===== src/assert_macros.svh =====
// Assertion macros shared by the timer RTL modules.
`ifndef ASSERT_MACROS_SVH
`define ASSERT_MACROS_SVH

// Same-cycle implication, checked on every rising clock edge outside reset.
`define SRT_ASSERT_IMPL(label, ante, cons) \
    label: assert property (@(posedge clk) disable iff (!rst_n) (ante) |-> (cons)) \
        else $error("%m: assertion failed");

// Next-cycle implication, checked on every rising clock edge outside reset.
`define SRT_ASSERT_NEXT(label, ante, cons) \
    label: assert property (@(posedge clk) disable iff (!rst_n) (ante) |=> (cons)) \
        else $error("%m: assertion failed");

`endif


===== src/srt_pkg.sv =====
// Shared codes and types of the stimulus-response timer.
package srt_pkg;

    // Request opcodes.
    localparam logic [1:0] OP_TICK = 2'd0;
    localparam logic [1:0] OP_STIM = 2'd1;
    localparam logic [1:0] OP_READ = 2'd2;

    // Stimulus modes; the unused code toggles and arms a reversal.
    localparam logic [1:0] SMODE_UP   = 2'd0;
    localparam logic [1:0] SMODE_DOWN = 2'd1;
    localparam logic [1:0] SMODE_FLIP = 2'd2;

    // Wanted response modes.
    localparam logic [1:0] RMODE_MATCH  = 2'd0;
    localparam logic [1:0] RMODE_INVERT = 2'd1;
    localparam logic [1:0] RMODE_HIGH   = 2'd2;
    localparam logic [1:0] RMODE_LOW    = 2'd3;

    // Configuration register indexes.
    localparam logic [1:0] CFG_STIM_MODE      = 2'd0;
    localparam logic [1:0] CFG_RESP_MODE      = 2'd1;
    localparam logic [1:0] CFG_RESET_DURATION = 2'd2;

    localparam int CFG_DATA_W = 16;
    localparam int LAT_W      = 32;

    // Current configuration.
    typedef struct packed {
        logic [1:0]            stim_mode;
        logic [1:0]            resp_mode;
        logic [CFG_DATA_W-1:0] reset_duration;
    } srt_cfg_t;

    // One result of a request.
    typedef struct packed {
        logic             drive_level;
        logic             accepted;
        logic             response_seen;
        logic [LAT_W-1:0] latency;
    } srt_result_t;

endpackage


===== src/stimulus_response_timer.sv =====
// Top level of the stimulus-response timer.
// Each request (tick with a sampled input level, stimulus, or read) gives
// exactly one result, so the block accepts one request per clock while in_ready
// is high. All the work for a request is a single pass through the timer state
// to a result register, backed by a one-deep skid register, so in_ready only
// drops after two results wait untaken. Configuration is written through
// cfg_write, cfg_addr and cfg_data (index 0 stimulus mode, 1 response mode, 2
// revert duration in ticks); the user must write it only while no request is
// in flight, which the block does not enforce. Timestamps are TIME_BITS wide;
// the latency reported is the low 32 bits of their difference.
module stimulus_response_timer
    import srt_pkg::*;
#(
    parameter int TIME_BITS = 32
)
(
    input  logic                  clk,
    input  logic                  rst_n,
    input  logic                  cfg_write,
    input  logic [1:0]            cfg_addr,
    input  logic [CFG_DATA_W-1:0] cfg_data,
    input  logic                  in_valid,
    output logic                  in_ready,
    input  logic [1:0]            opcode,
    input  logic                  input_level,
    output logic                  out_valid,
    input  logic                  out_ready,
    output logic                  drive_level,
    output logic                  accepted,
    output logic                  response_seen,
    output logic [LAT_W-1:0]      latency
);

    srt_cfg_t    cfg;
    srt_result_t core_result;
    srt_result_t out_data;
    logic        item_fire;

    assign item_fire = in_valid && in_ready;

    // Configuration registers.
    srt_cfg_regs u_cfg_regs (
        .clk       (clk),
        .rst_n     (rst_n),
        .cfg_write (cfg_write),
        .cfg_addr  (cfg_addr),
        .cfg_data  (cfg_data),
        .cfg       (cfg)
    );

    // Timer state and request processing.
    srt_core #(
        .TIME_BITS (TIME_BITS)
    ) u_core (
        .clk         (clk),
        .rst_n       (rst_n),
        .cfg         (cfg),
        .item_fire   (item_fire),
        .opcode      (opcode),
        .input_level (input_level),
        .result      (core_result)
    );

    // Result register and skid stage.
    srt_out_buf u_out_buf (
        .clk       (clk),
        .rst_n     (rst_n),
        .push      (item_fire),
        .push_data (core_result),
        .can_push  (in_ready),
        .out_valid (out_valid),
        .out_ready (out_ready),
        .out_data  (out_data)
    );

    assign drive_level   = out_data.drive_level;
    assign accepted      = out_data.accepted;
    assign response_seen = out_data.response_seen;
    assign latency       = out_data.latency;

endmodule


===== src/srt_cfg_regs.sv =====
// Configuration register file of the timer.
module srt_cfg_regs
    import srt_pkg::*;
(
    input  logic                  clk,
    input  logic                  rst_n,
    input  logic                  cfg_write,
    input  logic [1:0]            cfg_addr,
    input  logic [CFG_DATA_W-1:0] cfg_data,
    output srt_cfg_t              cfg
);

    srt_cfg_t cfg_reg;
    srt_cfg_t cfg_next;

    // Decode the register index; writes beyond the list are dropped.
    always_comb
    begin
        cfg_next = cfg_reg;
        if (cfg_write)
        begin
            unique case (cfg_addr)
                CFG_STIM_MODE:      cfg_next.stim_mode = cfg_data[1:0];
                CFG_RESP_MODE:      cfg_next.resp_mode = cfg_data[1:0];
                CFG_RESET_DURATION: cfg_next.reset_duration = cfg_data;
                default:            cfg_next = cfg_reg;
            endcase
        end
    end

    always_ff @(posedge clk or negedge rst_n)
    begin
        if (!rst_n)
        begin
            cfg_reg <= '0;
        end
        else
        begin
            cfg_reg <= cfg_next;
        end
    end

    assign cfg = cfg_reg;

endmodule


===== src/srt_core.sv =====
// Timer state and the single-pass update that turns one request into one result.
`include "assert_macros.svh"
module srt_core
    import srt_pkg::*;
#(
    parameter int TIME_BITS = 32
)
(
    input  logic        clk,
    input  logic        rst_n,
    input  srt_cfg_t    cfg,
    input  logic        item_fire,
    input  logic [1:0]  opcode,
    input  logic        input_level,
    output srt_result_t result
);

    localparam int DIFF_W = (TIME_BITS > LAT_W) ? TIME_BITS : LAT_W;

    logic [TIME_BITS-1:0] tick_reg, tick_next;
    logic                 out_reg, out_next;
    logic                 wanted_reg, wanted_next;
    logic                 seen_reg, seen_next;
    logic [TIME_BITS-1:0] stim_time_reg, stim_time_next;
    logic [TIME_BITS-1:0] resp_time_reg, resp_time_next;
    logic                 pend_reg, pend_next;
    // Holds the tick count at which the reversal fires (deadline plus one).
    logic [TIME_BITS-1:0] fire_at_reg, fire_at_next;

    logic                 stim_ok;
    logic                 stim_level;
    logic                 stim_wanted;
    logic                 stim_take;
    logic [DIFF_W-1:0]    time_diff;

    // A rise is refused at a high output and a fall at a low one.
    assign stim_ok = !((cfg.stim_mode == SMODE_UP) && out_reg)
                  && !((cfg.stim_mode == SMODE_DOWN) && !out_reg);

    // A stimulus request is taken in this cycle.
    assign stim_take = item_fire && (opcode == OP_STIM);

    // Output level after an accepted stimulus.
    always_comb
    begin
        case (cfg.stim_mode)
            SMODE_UP:   stim_level = 1'b1;
            SMODE_DOWN: stim_level = 1'b0;
            default:    stim_level = !out_reg;
        endcase
    end

    // Response level to wait for after that stimulus.
    always_comb
    begin
        case (cfg.resp_mode)
            RMODE_MATCH:  stim_wanted = stim_level;
            RMODE_INVERT: stim_wanted = !stim_level;
            RMODE_HIGH:   stim_wanted = 1'b1;
            default:      stim_wanted = 1'b0;
        endcase
    end

    // State update for the request being accepted.
    always_comb
    begin
        tick_next      = tick_reg;
        out_next       = out_reg;
        wanted_next    = wanted_reg;
        seen_next      = seen_reg;
        stim_time_next = stim_time_reg;
        resp_time_next = resp_time_reg;
        pend_next      = pend_reg;
        fire_at_next   = fire_at_reg;
        case (opcode)
            OP_TICK:
            begin
                if (!seen_reg && (input_level == wanted_reg))
                begin
                    resp_time_next = tick_reg;
                    seen_next      = 1'b1;
                end
                if (pend_reg && (tick_reg == fire_at_reg))
                begin
                    pend_next = 1'b0;
                    out_next  = !out_reg;
                end
                tick_next = tick_reg + 1'b1;
            end
            OP_STIM:
            begin
                if (stim_ok)
                begin
                    out_next       = stim_level;
                    wanted_next    = stim_wanted;
                    seen_next      = 1'b0;
                    stim_time_next = tick_reg;
                    if (cfg.stim_mode != SMODE_FLIP)
                    begin
                        pend_next    = 1'b1;
                        fire_at_next = tick_reg + TIME_BITS'(cfg.reset_duration)
                                     + TIME_BITS'(1);
                    end
                end
            end
            default:
            begin
                tick_next = tick_reg;
            end
        endcase
    end

    // Latency is the low bits of the zero-extended timestamp difference.
    assign time_diff = DIFF_W'(resp_time_reg) - DIFF_W'(stim_time_reg);

    // Result fields as they stand after the request.
    always_comb
    begin
        result.drive_level   = out_next;
        result.accepted      = (opcode == OP_STIM) && stim_ok;
        result.response_seen = seen_next;
        result.latency       = ((opcode == OP_READ) && seen_reg)
                             ? time_diff[LAT_W-1:0] : '0;
    end

    always_ff @(posedge clk or negedge rst_n)
    begin
        if (!rst_n)
        begin
            tick_reg      <= '0;
            out_reg       <= 1'b0;
            wanted_reg    <= 1'b0;
            seen_reg      <= 1'b0;
            stim_time_reg <= '0;
            resp_time_reg <= '0;
            pend_reg      <= 1'b0;
            fire_at_reg   <= '0;
        end
        else if (item_fire)
        begin
            tick_reg      <= tick_next;
            out_reg       <= out_next;
            wanted_reg    <= wanted_next;
            seen_reg      <= seen_next;
            stim_time_reg <= stim_time_next;
            resp_time_reg <= resp_time_next;
            pend_reg      <= pend_next;
            fire_at_reg   <= fire_at_next;
        end
    end

    // An accepted rise always leaves the output high.
    `SRT_ASSERT_NEXT(a_rise_drives_high, stim_take && (cfg.stim_mode == SMODE_UP) && !out_reg, out_reg)
    // Only a stimulus request can clear the seen flag.
    `SRT_ASSERT_NEXT(a_seen_holds, seen_reg && !stim_take, seen_reg)

endmodule


===== src/srt_out_buf.sv =====
// Two-entry result buffer: output register plus skid register.
`include "assert_macros.svh"
module srt_out_buf
    import srt_pkg::*;
(
    input  logic        clk,
    input  logic        rst_n,
    input  logic        push,
    input  srt_result_t push_data,
    output logic        can_push,
    output logic        out_valid,
    input  logic        out_ready,
    output srt_result_t out_data
);

    logic        main_valid_reg;
    logic        skid_valid_reg;
    srt_result_t main_reg;
    srt_result_t skid_reg;
    logic        pop;

    assign pop      = main_valid_reg && out_ready;
    assign can_push = !skid_valid_reg;

    // Valid flags: the skid entry only fills while the output is stalled.
    always_ff @(posedge clk or negedge rst_n)
    begin
        if (!rst_n)
        begin
            main_valid_reg <= 1'b0;
            skid_valid_reg <= 1'b0;
        end
        else if (pop)
        begin
            main_valid_reg <= skid_valid_reg || push;
            skid_valid_reg <= 1'b0;
        end
        else if (push)
        begin
            main_valid_reg <= 1'b1;
            skid_valid_reg <= main_valid_reg;
        end
    end

    // Payload registers follow the same order.
    always_ff @(posedge clk)
    begin
        if (pop)
        begin
            main_reg <= skid_valid_reg ? skid_reg : push_data;
        end
        else if (push)
        begin
            if (main_valid_reg)
            begin
                skid_reg <= push_data;
            end
            else
            begin
                main_reg <= push_data;
            end
        end
    end

    assign out_valid = main_valid_reg;
    assign out_data  = main_reg;

    // The skid entry is never occupied ahead of the output register.
    `SRT_ASSERT_IMPL(a_skid_needs_main, skid_valid_reg, main_valid_reg)
    // A taken result always drains the skid entry.
    `SRT_ASSERT_NEXT(a_skid_drains, skid_valid_reg && out_ready, !skid_valid_reg)

endmodule


===== config.mk =====
export PLATFORM = sky130hd
export DESIGN_NAME = stimulus_response_timer
export DESIGN_NICKNAME = d
export VERILOG_FILES = /design/src/srt_pkg.sv /design/src/stimulus_response_timer.sv /design/src/srt_cfg_regs.sv /design/src/srt_core.sv /design/src/srt_out_buf.sv
export VERILOG_INCLUDE_DIRS = /design/src /design/src/src
export SDC_FILE = /design/constraint.sdc
export NUM_CORES = 1
export LEC_CHECK = 0
export BUFFER_PORTS_ARGS = -buffer_cell sky130_fd_sc_hd__buf_2
export CORE_ASPECT_RATIO = 0.6
export CORE_MARGIN = 5
export CORE_UTILIZATION = 45
export DETAILED_ROUTE_END_ITERATION = 10
export PLACE_DENSITY = 0.66
export SYNTH_ARGS = -nofsm -noshare
export SYNTH_HDL_FRONTEND = slang
export SYNTH_SLANG_ARGS = --single-unit

===== constraint.sdc =====
create_clock -name clk -period 5.7 [get_ports clk]
set_input_delay 0.285 -clock clk [delete_from_list [all_inputs] [get_ports clk]]
set_output_delay 0.285 -clock clk [all_outputs]
set_load 0.1 [all_outputs]

# After elaboration in Yosys (flattened, before gate mapping)
# Index checks and enable logic that the tools add are counted.
[word_totals]
ff_bits = 224
latchBits = 0
mem_bits_rw = 0
rom_bits = 0
in_bits = 26
wordCells = 93
memories = 0
[op_classes]
addsub = 4
multipliers = 0
div = 0
order_cmp = 0
eq_ne = 14
shifts = 0
n_mux = 21
bitwise = 1
n_reduce_logical = 32
[op_table]
columns = ["cell", "n"]
rows = [
  ["35-bit two-way mux", 4],
  ["32-bit by 1-bit adder with 32-bit output (second input constant)", 2],
  ["32-bit by 16-bit adder with 32-bit output", 1],
  ["32-bit equality test", 1],
  ["32-bit two-way mux", 1],
  ["32-bit subtractor", 1],
  ["1-bit two-way mux", 11],
  ["2-bit AND reduction", 5],
  ["1-bit logical AND", 9],
  ["3-bit AND reduction", 3],
  ["2-bit by 1-bit equality test with 1-bit output (second input constant)", 4],
  ["2-bit zero test", 4],
  ["1-bit case mux with 2 select lines", 4],
  ["2-bit equality test (second input constant)", 3],
  ["1-bit zero test", 6],
  ["2-bit by 1-bit != test with 1-bit output (second input constant)", 3],
  ["5-bit AND reduction", 1],
  ["2-bit != test (second input constant)", 2],
  ["4-bit AND reduction", 1],
  ["2-bit nonzero test", 2],
  ["1-bit case mux with 3 select lines", 1],
  ["1-bit equality test", 1],
  ["1-bit logical OR", 1],
  ["1-bit inverter", 1],
]

# Depth between registers and ports, before layout
# Gate-level depths: netlist (run 1).
[logic_depth]
ltp_word = 9
mapped_depth = 14

# Modules after synthesis
# A second synthesis (run 1) with hierarchy kept.
[hier_totals]
cells_unflattened = 1086
area_unflattened_um2 = 12283.0
[by_module_without_submodules]
columns = ["mod", "instances", "cells_per_inst", "area_each_um2"]
rows = [
  ["srt_core", 1, 923, 8712.1],
  ["srt_out_buf", 1, 118, 2755.1],
  ["srt_cfg_regs", 1, 44, 809.5],
  ["stimulus_response_timer", 1, 1, 6.3],
]

# Least setup slack after synthesis (run 1)
# No wires, ideal clock.
[synth_path]
path_kind = "flip-flop to flip-flop"
startpoint = "register u_out_buf.skid_valid_reg"
endpoint = "register u_out_buf.skid_reg[0] in the netlist's numbering, enable pin"
arrival_ns = 3.986
required_time_ns = 5.221
path_slack_ns = 1.236
stages_incl_launch_ff = 4
n_path_buf = 0
synth_period_minus_slack_ns = 4.464
cell_sequence = "dfrtp_1 > inv_1 > nand2_1 > nor3b_1"
[synth_via]
elab_chain_len = 3
[synth_rtl]
columns = ["element", "line_no", "rtl"]
rows = [
  ["from (decl)", "srt_out_buf.sv:17", "logic skid_valid_reg;"],
  ["from (signal assigned)", "srt_out_buf.sv:41", "skid_valid_reg <= main_valid_reg;"],
  ["1-bit zero test", "srt_out_buf.sv:23", "assign can_push = !skid_valid_reg;"],
  ["net in_ready", "stimulus_response_timer.sv:23", "output logic in_ready,"],
  ["1-bit logical AND", "stimulus_response_timer.sv:39", "assign item_fire = in_valid && in_ready;"],
  ["3-bit AND reduction (no source line)", "--", ""],
  ["to (signal assigned)", "srt_out_buf.sv:56", "skid_reg <= push_data;"],
  ["to (decl)", "srt_out_buf.sv:19", "srt_result_t skid_reg;"],
]
# The timed path passes the listed nets, and every way through them passes these cells.
# A chain may end at the register's enable or synchronous reset.

# Worst setup path after layout (run 1)
[layout_path]
startpoint = "register u_core.tick_reg[0]"
endpoint = "register u_core.fire_at_reg[26]"
[layout_via]
elab_chain_len = 2
[layout_rtl]
columns = ["element", "line_no", "rtl"]
rows = [
  ["from (decl)", "srt_core.sv:20", "logic [TIME_BITS-1:0] tick_reg, tick_next;"],
  ["from (signal assigned)", "srt_core.sv:141", "tick_reg <= tick_next;"],
  ["32-bit by 16-bit adder with 32-bit output", "srt_core.sv:101", "fire_at_next = tick_reg + TIME_BITS'(cfg.reset_duration)"],
  ["32-bit by 1-bit adder with 32-bit output", "srt_core.sv:102", "+ TIME_BITS'(1);"],
  ["to (signal assigned)", "srt_core.sv:148", "fire_at_reg <= fire_at_next;"],
  ["to (decl)", "srt_core.sv:28", "logic [TIME_BITS-1:0] fire_at_reg, fire_at_next;"],
]
# Every way passes these cells.

==> results of run 1 <==
[worst max path at each step]
stage / from / slack [ps] / to
floorplan: u_out_buf.skid_valid_reg / 1240 / u_out_buf.skid_reg[0]
global placement: u_core.tick_reg[0] / 2010 / u_core.fire_at_reg[24]
detailed placement: u_core.tick_reg[0] / 1940 / u_core.fire_at_reg[26]
CTS: u_core.tick_reg[0] / 1920 / u_core.fire_at_reg[26]
global route: u_core.tick_reg[0] / 1510 / u_core.fire_at_reg[18]
finish: u_core.tick_reg[0] / 1840 / u_core.fire_at_reg[26]
[per-stage QoR]
stage | worst slack (ps) | cells | total power [mW] | utilization
finish | 1840 | 1482 | 6.26 | 0.517
global route | 1510 | 1482 | 6.62 | 0.517
CTS | 1920 | 1482 | 6.31 | 0.517
detailed placement | 1940 | 1429 | 4.85 | 0.484
global placement | 2010 | 1429 | 4.83 | 0.484
floorplan | 1240 | 1053 | 4.38 | -
[cell families (layout without fill, tap and decap cells)]
family,count (synthesis),in the layout
fa+ha+maj,51,51
compound gates,171,171
simple gates,285,285
buf+inv,98,175
xor+xnor,121,121
mux,103,103
flops,224,224
[routing by layer]
| layer | GRT usage | vias to the layer above | share of wire |
|---|---|---|---|
| met5 | 0 | - | 0 |
| met2 | 0.260 | 117 | 0.43 |
| li1 | - | 3814 | - |
| met3 | 0.0345 | 20 | 0.042 |
| met4 | 0.0247 | 0 | 0.011 |
| met1 | 0.261 | 3875 | 0.52 |
[cell type report]
| type | instances | area, µm² |
|---|---|---|
| Multi-Input combinational cell | 731 | 5340 |
| Inverter | 52 | 195 |
| Clock inverter | 13 | 113 |
| Tap cell | 352 | 440 |
| Fill cell | 2314 | 12300 |
| Timing Repair Buffer | 83 | 507 |
| Clock buffer | 27 | 591 |
| Sequential cell | 224 | 5960 |
[power by group]
group / internal, mW / leakage [nW] / switching (mW) / total (mW)
Clock: 0.791 / 0.323 / 0.631 / 1.42
Combinational: 0.838 / 2.78 / 1.80 / 2.64
Sequential: 2.03 / 2.73 / 0.172 / 2.20
[synthesized netlist by cell type (5+ instances only)]
cell and number:
dfrtp_1 154, mux2_2 103, xor2_1 38, a21o_1 15, o21a_1 6, nand2b_1 7, and3_1 8, a21oi_1 45
a31oi_1 5, o31ai_1 10, nand3_1 20, nor3_1 14, o21ai_0 45, nand4_1 22, inv_1 51, nor2b_1 8
nor4_1 6, xnor2_1 83, edfxtp_1 70, nor2_1 63, o21ai_1 13, nand2_1 113, clkbuf_1 37, ha_1 49
==> impl_results.md, run 1 <==
* Status: completed
* Pin count of the biggest net entering global routing at 101
* Synthesis-stage register bit count at 224
* Reg-to-reg endpoint: u_core.fire_at_reg[26]
* Most frequent CP cell: inv_1
* Critical Path RT at 6060 ps
* Slew @ Worst Pin at 1130 ps
* Dominant cell type by area after synthesis: dfrtp_1
* Synth Area in XOR/XNOR at 0.0907
* CTS Hold Bufs at 13
* Worst Path Max Fanout at 8
* Clk buf depth at 3
* H-tree levels at 1
* Vias in the first global route at 7836
* Total Routing Usage GR at 0.171
* Most frequent cells in the layout: 154 x dfrtp_1, 113 x nand2_1, 103 x mux2_2, 83 x xnor2_1, 70 x edfxtp_1
* Via count at 7826
* Clock tree sinks at 224
* Routability-driven placement congestion ratio at 0.855
* Core Footprint at 0.0254 mm²
* Pwr per Cell Area at 476 mW/mm²
* Hold WC Path Type: in -> reg
* Hold Path End: u_cfg_regs.cfg[15]
* Chip Width at 218 µm
* Final instance area at 0.0131 mm²
* Synth Area in Adders at 0.0559
* Synth top area cells: dfrtp_1 33%, edfxtp_1 18%, mux2_2 9.9%
* CP bufs+invs at 2
* Slew Viols, Final at 0
* Share of layout cells above drive strength 1 at 0.202
* Via density at 5.28
* Main combinational cell family by area after synthesis: simple AND/OR/NAND/NOR gates
* DRT iter0 DRCs at 558
* Leak Pwr at 5.84 nW
* Post-cts gate resize count at 0
* Setup Buffers After CTS at 0
* Syn nets at 1130
* CP Class: reg -> reg
* DP Area at 0.0123 mm²
* WP data arrival at 4220 ps
* Time the worst path needs with I/O delays and setup at 3860 ps
* Reg2reg path depth at 14
* Layout Area Growth over Synthesis at 12.5%
* Peak VDD IR at 0.270 mV
* Post-synthesis mux area share at 0.0993
* Post-synthesis compound-gate area fraction at 0.0966
* Top_reg_cell synth: dfrtp_1
* FMAX at 259 MHz
* CTS tree: built
* Top cell type's share of synthesized area at 0.330
* Simple-Gate Fraction of Synth Area at 0.113
* Hold Slack at 25.5 ps
* Final wirelength at 24600 µm
* Seq/Total Area, Yosys at 0.510
* Worst setup EP type: flip-flop
* Worst Skew at 13.5 ps
* Clk slew on worst S/H paths at 60 ps
* Commonest non-fill, non-tap cell in the layout: dfrtp_1
* Startpoint types: flip-flop
* WP depth at 14
* Die ar. at 0.0294 mm²
* RSZ-0062 raised after global routing: false
* Clock Latency Late Sink at 510 ps
* Max-cap violations at 0
* Fin crit share at 0.677
* Avg Inst Size Synth at 11.1 µm²
* Die height at 135 µm
* Grt total ovfl at 0
* Setup TNS at 0 ps
* Slowest CP cell: a2111oi_0
* Post-synth ARST share at 0.688
* DRT Pass-1 Iters at 5
* Ant diodes at 0
* Post-DP HPWL at 17600 µm
* Synth Warn # at 0
* Initial antenna violation count at 0
* Launch point of the worst reg-to-reg path: u_core.tick_reg[0]
* Endpoints failing hold at 0
* Io pins at 63
* Post-Syn Area at 0.0117 mm²
* Critical-path cell list: inv_1 -> ha_1 -> inv_1 -> fa_1 -> a21oi_1 -> o21bai_1 -> a2111oi_0 -> o31ai_1 -> nand2_1 -> o21ai_1 -> a31oi_1 -> nor3_1 -> xnor2_1 -> o21ai_0
* Hold_sp: cfg_data[15]
* Reg2reg setup slack at 1840 ps
* Family with the most delay on the worst path: compound AO/OA/AOI/OAI gates
* Final setup viols at 0
* Crit path largest cell delay at 710 ps
* Number of synthesized flops with an enable pin at 70
* Mapped Cells at 1053
* WHS Path Cells at 2
* Unique masters post-synth at 61
* Final antenna-violating net count at 0
* Rel. slew slack at 0.245
* CTS buffer count at 22
* Row count at 45
* Global-route wire length before repair at 41400 µm
* Clock Tree Root: clkbuf_16
* Final nets at 1191
* Avg WL per Cell at 16.6 µm
* Starting Density at 0.459
* DRC violations left at 0
* Port Buf Inserts at 62
Power figures use the tool's default switching activity.
==> run 2: changes to the inputs <==
==> constraint.sdc (replaced) <==
create_clock -name clk -period 3.95 [get_ports clk]
set_input_delay 0.1975 -clock clk [delete_from_list [all_inputs] [get_ports clk]]
set_output_delay 0.1975 -clock clk [all_outputs]
set_load 0.1 [all_outputs]
==> impl_results.md, run 2 (synthesis gave the netlist of run 1 again) <==
* Status: completed
* Core Util, Final at 0.525 (+0.00885)
* Core Footprint at 0.0254 mm² (unchanged)
* Vias in the first global route at 7860 (+0.31%)
* Global-route wire length before repair at 41500 µm (+0.18%)
* Max-cap violations at 0 (unchanged)
* Final setup viols at 0 (unchanged)
* Setup TNS at 0 ps (unchanged)
* DRC violations left at 0 (unchanged)
* H-tree levels at 1 (unchanged)
* Worst Path Max Fanout at 3 (-5)
* CP Class: reg -> reg
* Via density at 5.24 (-0.82%)
* Io pins at 63 (unchanged)
* Starting Density at 0.459 (unchanged)
* Row count at 45 (unchanged)
* Setup Buffers After CTS at 0 (unchanged)
* Endpoints failing hold at 0 (unchanged)
* Port Buf Inserts at 62 (unchanged)
* Layout Area Growth over Synthesis at 14.4%
* Post-DP HPWL at 17700 µm (+0.96%)
* Startpoint types: flip-flop
* Worst Skew at 9.36 ps (-4.10 ps)
* Final antenna-violating net count at 0 (unchanged)
* Ant diodes at 0 (unchanged)
* Grt total ovfl at 0 (unchanged)
* Final instance area at 0.0134 mm² (+1.7%)
* Final wirelength at 24700 µm (+0.35%)
* Slowest CP cell: o41ai_1
* Die ar. at 0.0294 mm² (unchanged)
* Hold Slack at 24.8 ps (-0.732 ps)
* Die height at 135 µm (unchanged)
* Pin count of the biggest net entering global routing at 101 (unchanged)
* WP data arrival at 3710 ps (-510 ps)
* Peak VDD IR at 0.477 mV (+76%)
* Slew @ Worst Pin at 1150 ps (+22.5 ps)
* Avg WL per Cell at 16.5 µm (-0.52%)
* FMAX at 290 MHz (+12%)
* Most frequent CP cell: a21oi_1
* Fin crit share at 0.874 (+0.197)
* Clock Tree Root: clkbuf_16
* DRT Pass-1 Iters at 5 (unchanged)
* Via count at 7830 (+0.051%)
* Clk buf depth at 3 (unchanged)
* Crit path largest cell delay at 570 ps (-140 ps)
* CTS tree: built
* Slew Viols, Final at 0 (unchanged)
* Fin worst setup slack at 496 ps (-1340 ps)
* Hold WC Path Type: in -> reg
* DP Area at 0.0124 mm² (+0.42%)
* Share of layout cells above drive strength 1 at 0.209 (+0.00733)
* Power Total at 9.32 mW (+49%)
* Placed cells at 1435 (+0.42%)
* Chip Width at 218 µm (unchanged)
* Rel. slew slack at 0.230 (-0.0151)
* Routability-driven placement congestion ratio at 0.855 (about the same)
* Initial antenna violation count at 0 (unchanged)
* Time the worst path needs with I/O delays and setup at 3450 ps (-406 ps)
* Post-cts gate resize count at 0 (unchanged)
* Clock Latency Late Sink at 510 ps (about the same)
* Setup WS pre-CTS at 543 ps (-1400 ps)
* Clock tree sinks at 224 (unchanged)
* Final nets at 1204 (+1.1%)
* Most frequent cells in the layout: 154 x dfrtp_1, 113 x nand2_1, 103 x mux2_2, 83 x xnor2_1, 70 x edfxtp_1
* Critical-path cell list: ha_1 -> fa_1 -> nand2b_1 -> a21oi_1 -> o2111ai_1 -> a21oi_1 -> nor3_1 -> o41ai_1 -> a21oi_1 -> o21ai_1 -> xnor2_1 -> o31ai_1
* RSZ-0062 raised after global routing: false
* DRT iter0 DRCs at 524 (-6.1%)
* Commonest non-fill, non-tap cell in the layout: dfrtp_1
* Filler instances at 2291 (-0.99%)
* Worst setup EP type: flip-flop
* Critical Path RT at 4210 ps (-1850 ps)
* Clk slew on worst S/H paths at 70 ps (about the same)
* Leak Pwr at 5.96 nW (+2.1%)
* Finished Layout Cells at 1495 (+0.88%)
* CTS buffer count at 23 (+4.5%)
* Pwr per Cell Area at 697 mW/mm² (+46%)
* Total Routing Usage GR at 0.172 (+0.000452)
## run 2: cell count changes in the layout (fill, tap and decap cells not counted), moves of 2 or more
cell | before | now
clkbuf_1 | 4 | 2
clkinv_2 | 0 | 2
clkbuf_8 | 0 | 2
buf_4 | 8 | 14
bufinv_16 | 1 | 4
clkinv_1 | 4 | 2
dlygate4sd3_1 | 13 | 19
clkinvlp_2 | 3 | 0
## run 2: what timing repair did
action                     CTS  global route
hold endpoints to repair   119             0
setup endpoints to repair    0             0
hold buffers                19             0
## run 2: routing by layer
layer	up-vias	wire, µm	share of wire	GRT usage
li1	3849	-	-	-
met2	120	10300	0.42	0.252
met5	-	0	0	0
met1	3837	12800	0.52	0.266
met3	24	1210	0.049	0.0394
met4	0	284	0.012	0.0237
## run 2: final cells by class
| type | instances | area (µm²) | area share |
|---|---|---|---|
| clock inverter | 13 | 181 | 0.0136 |
| tap | 352 | 440 | 0.0329 |
| inverter | 52 | 195 | 0.0146 |
| clock buffer | 28 | 636 | 0.0475 |
| multi-input combinational | 731 | 5350 | 0.400 |
| sequential | 224 | 5960 | 0.445 |
| timing repair buffer | 95 | 612 | 0.0458 |
## run 2: path summary, 6_finish.rpt
check	from	endpoint	slack, ps	depth (start not counted)
max	u_core.stim_time_reg[0]	u_out_buf.out_data[24]	500	12
min	cfg_addr[1]	u_cfg_regs.cfg[18]	20	4
max reg2reg	u_core.stim_time_reg[0]	u_out_buf.out_data[24]	500	12
min reg2reg	u_core.fire_at_reg[29]	u_core.fire_at_reg[29]	500	2
max in group asynchronous	rst_n	u_core.tick_reg[7]	2550	3
min in group asynchronous	rst_n	u_cfg_regs.cfg[17]	350	2
## run 2: power breakdown
part	total [mW]	internal, mW	switching [mW]
Sequential	3.18	2.92	0.257
Combinational	3.81	1.23	2.58
Clock	2.34	1.41	0.923
## run 2: worst max-delay path, delay by kind of cell (launching register included)
kind	cells	cell delay, ps
xor gates and xnor gates	1	160
AOI/OAI and AO/OA	7	1770
adders and majority gates	2	590
and+or+nand+nor	2	280
DFF	1	400
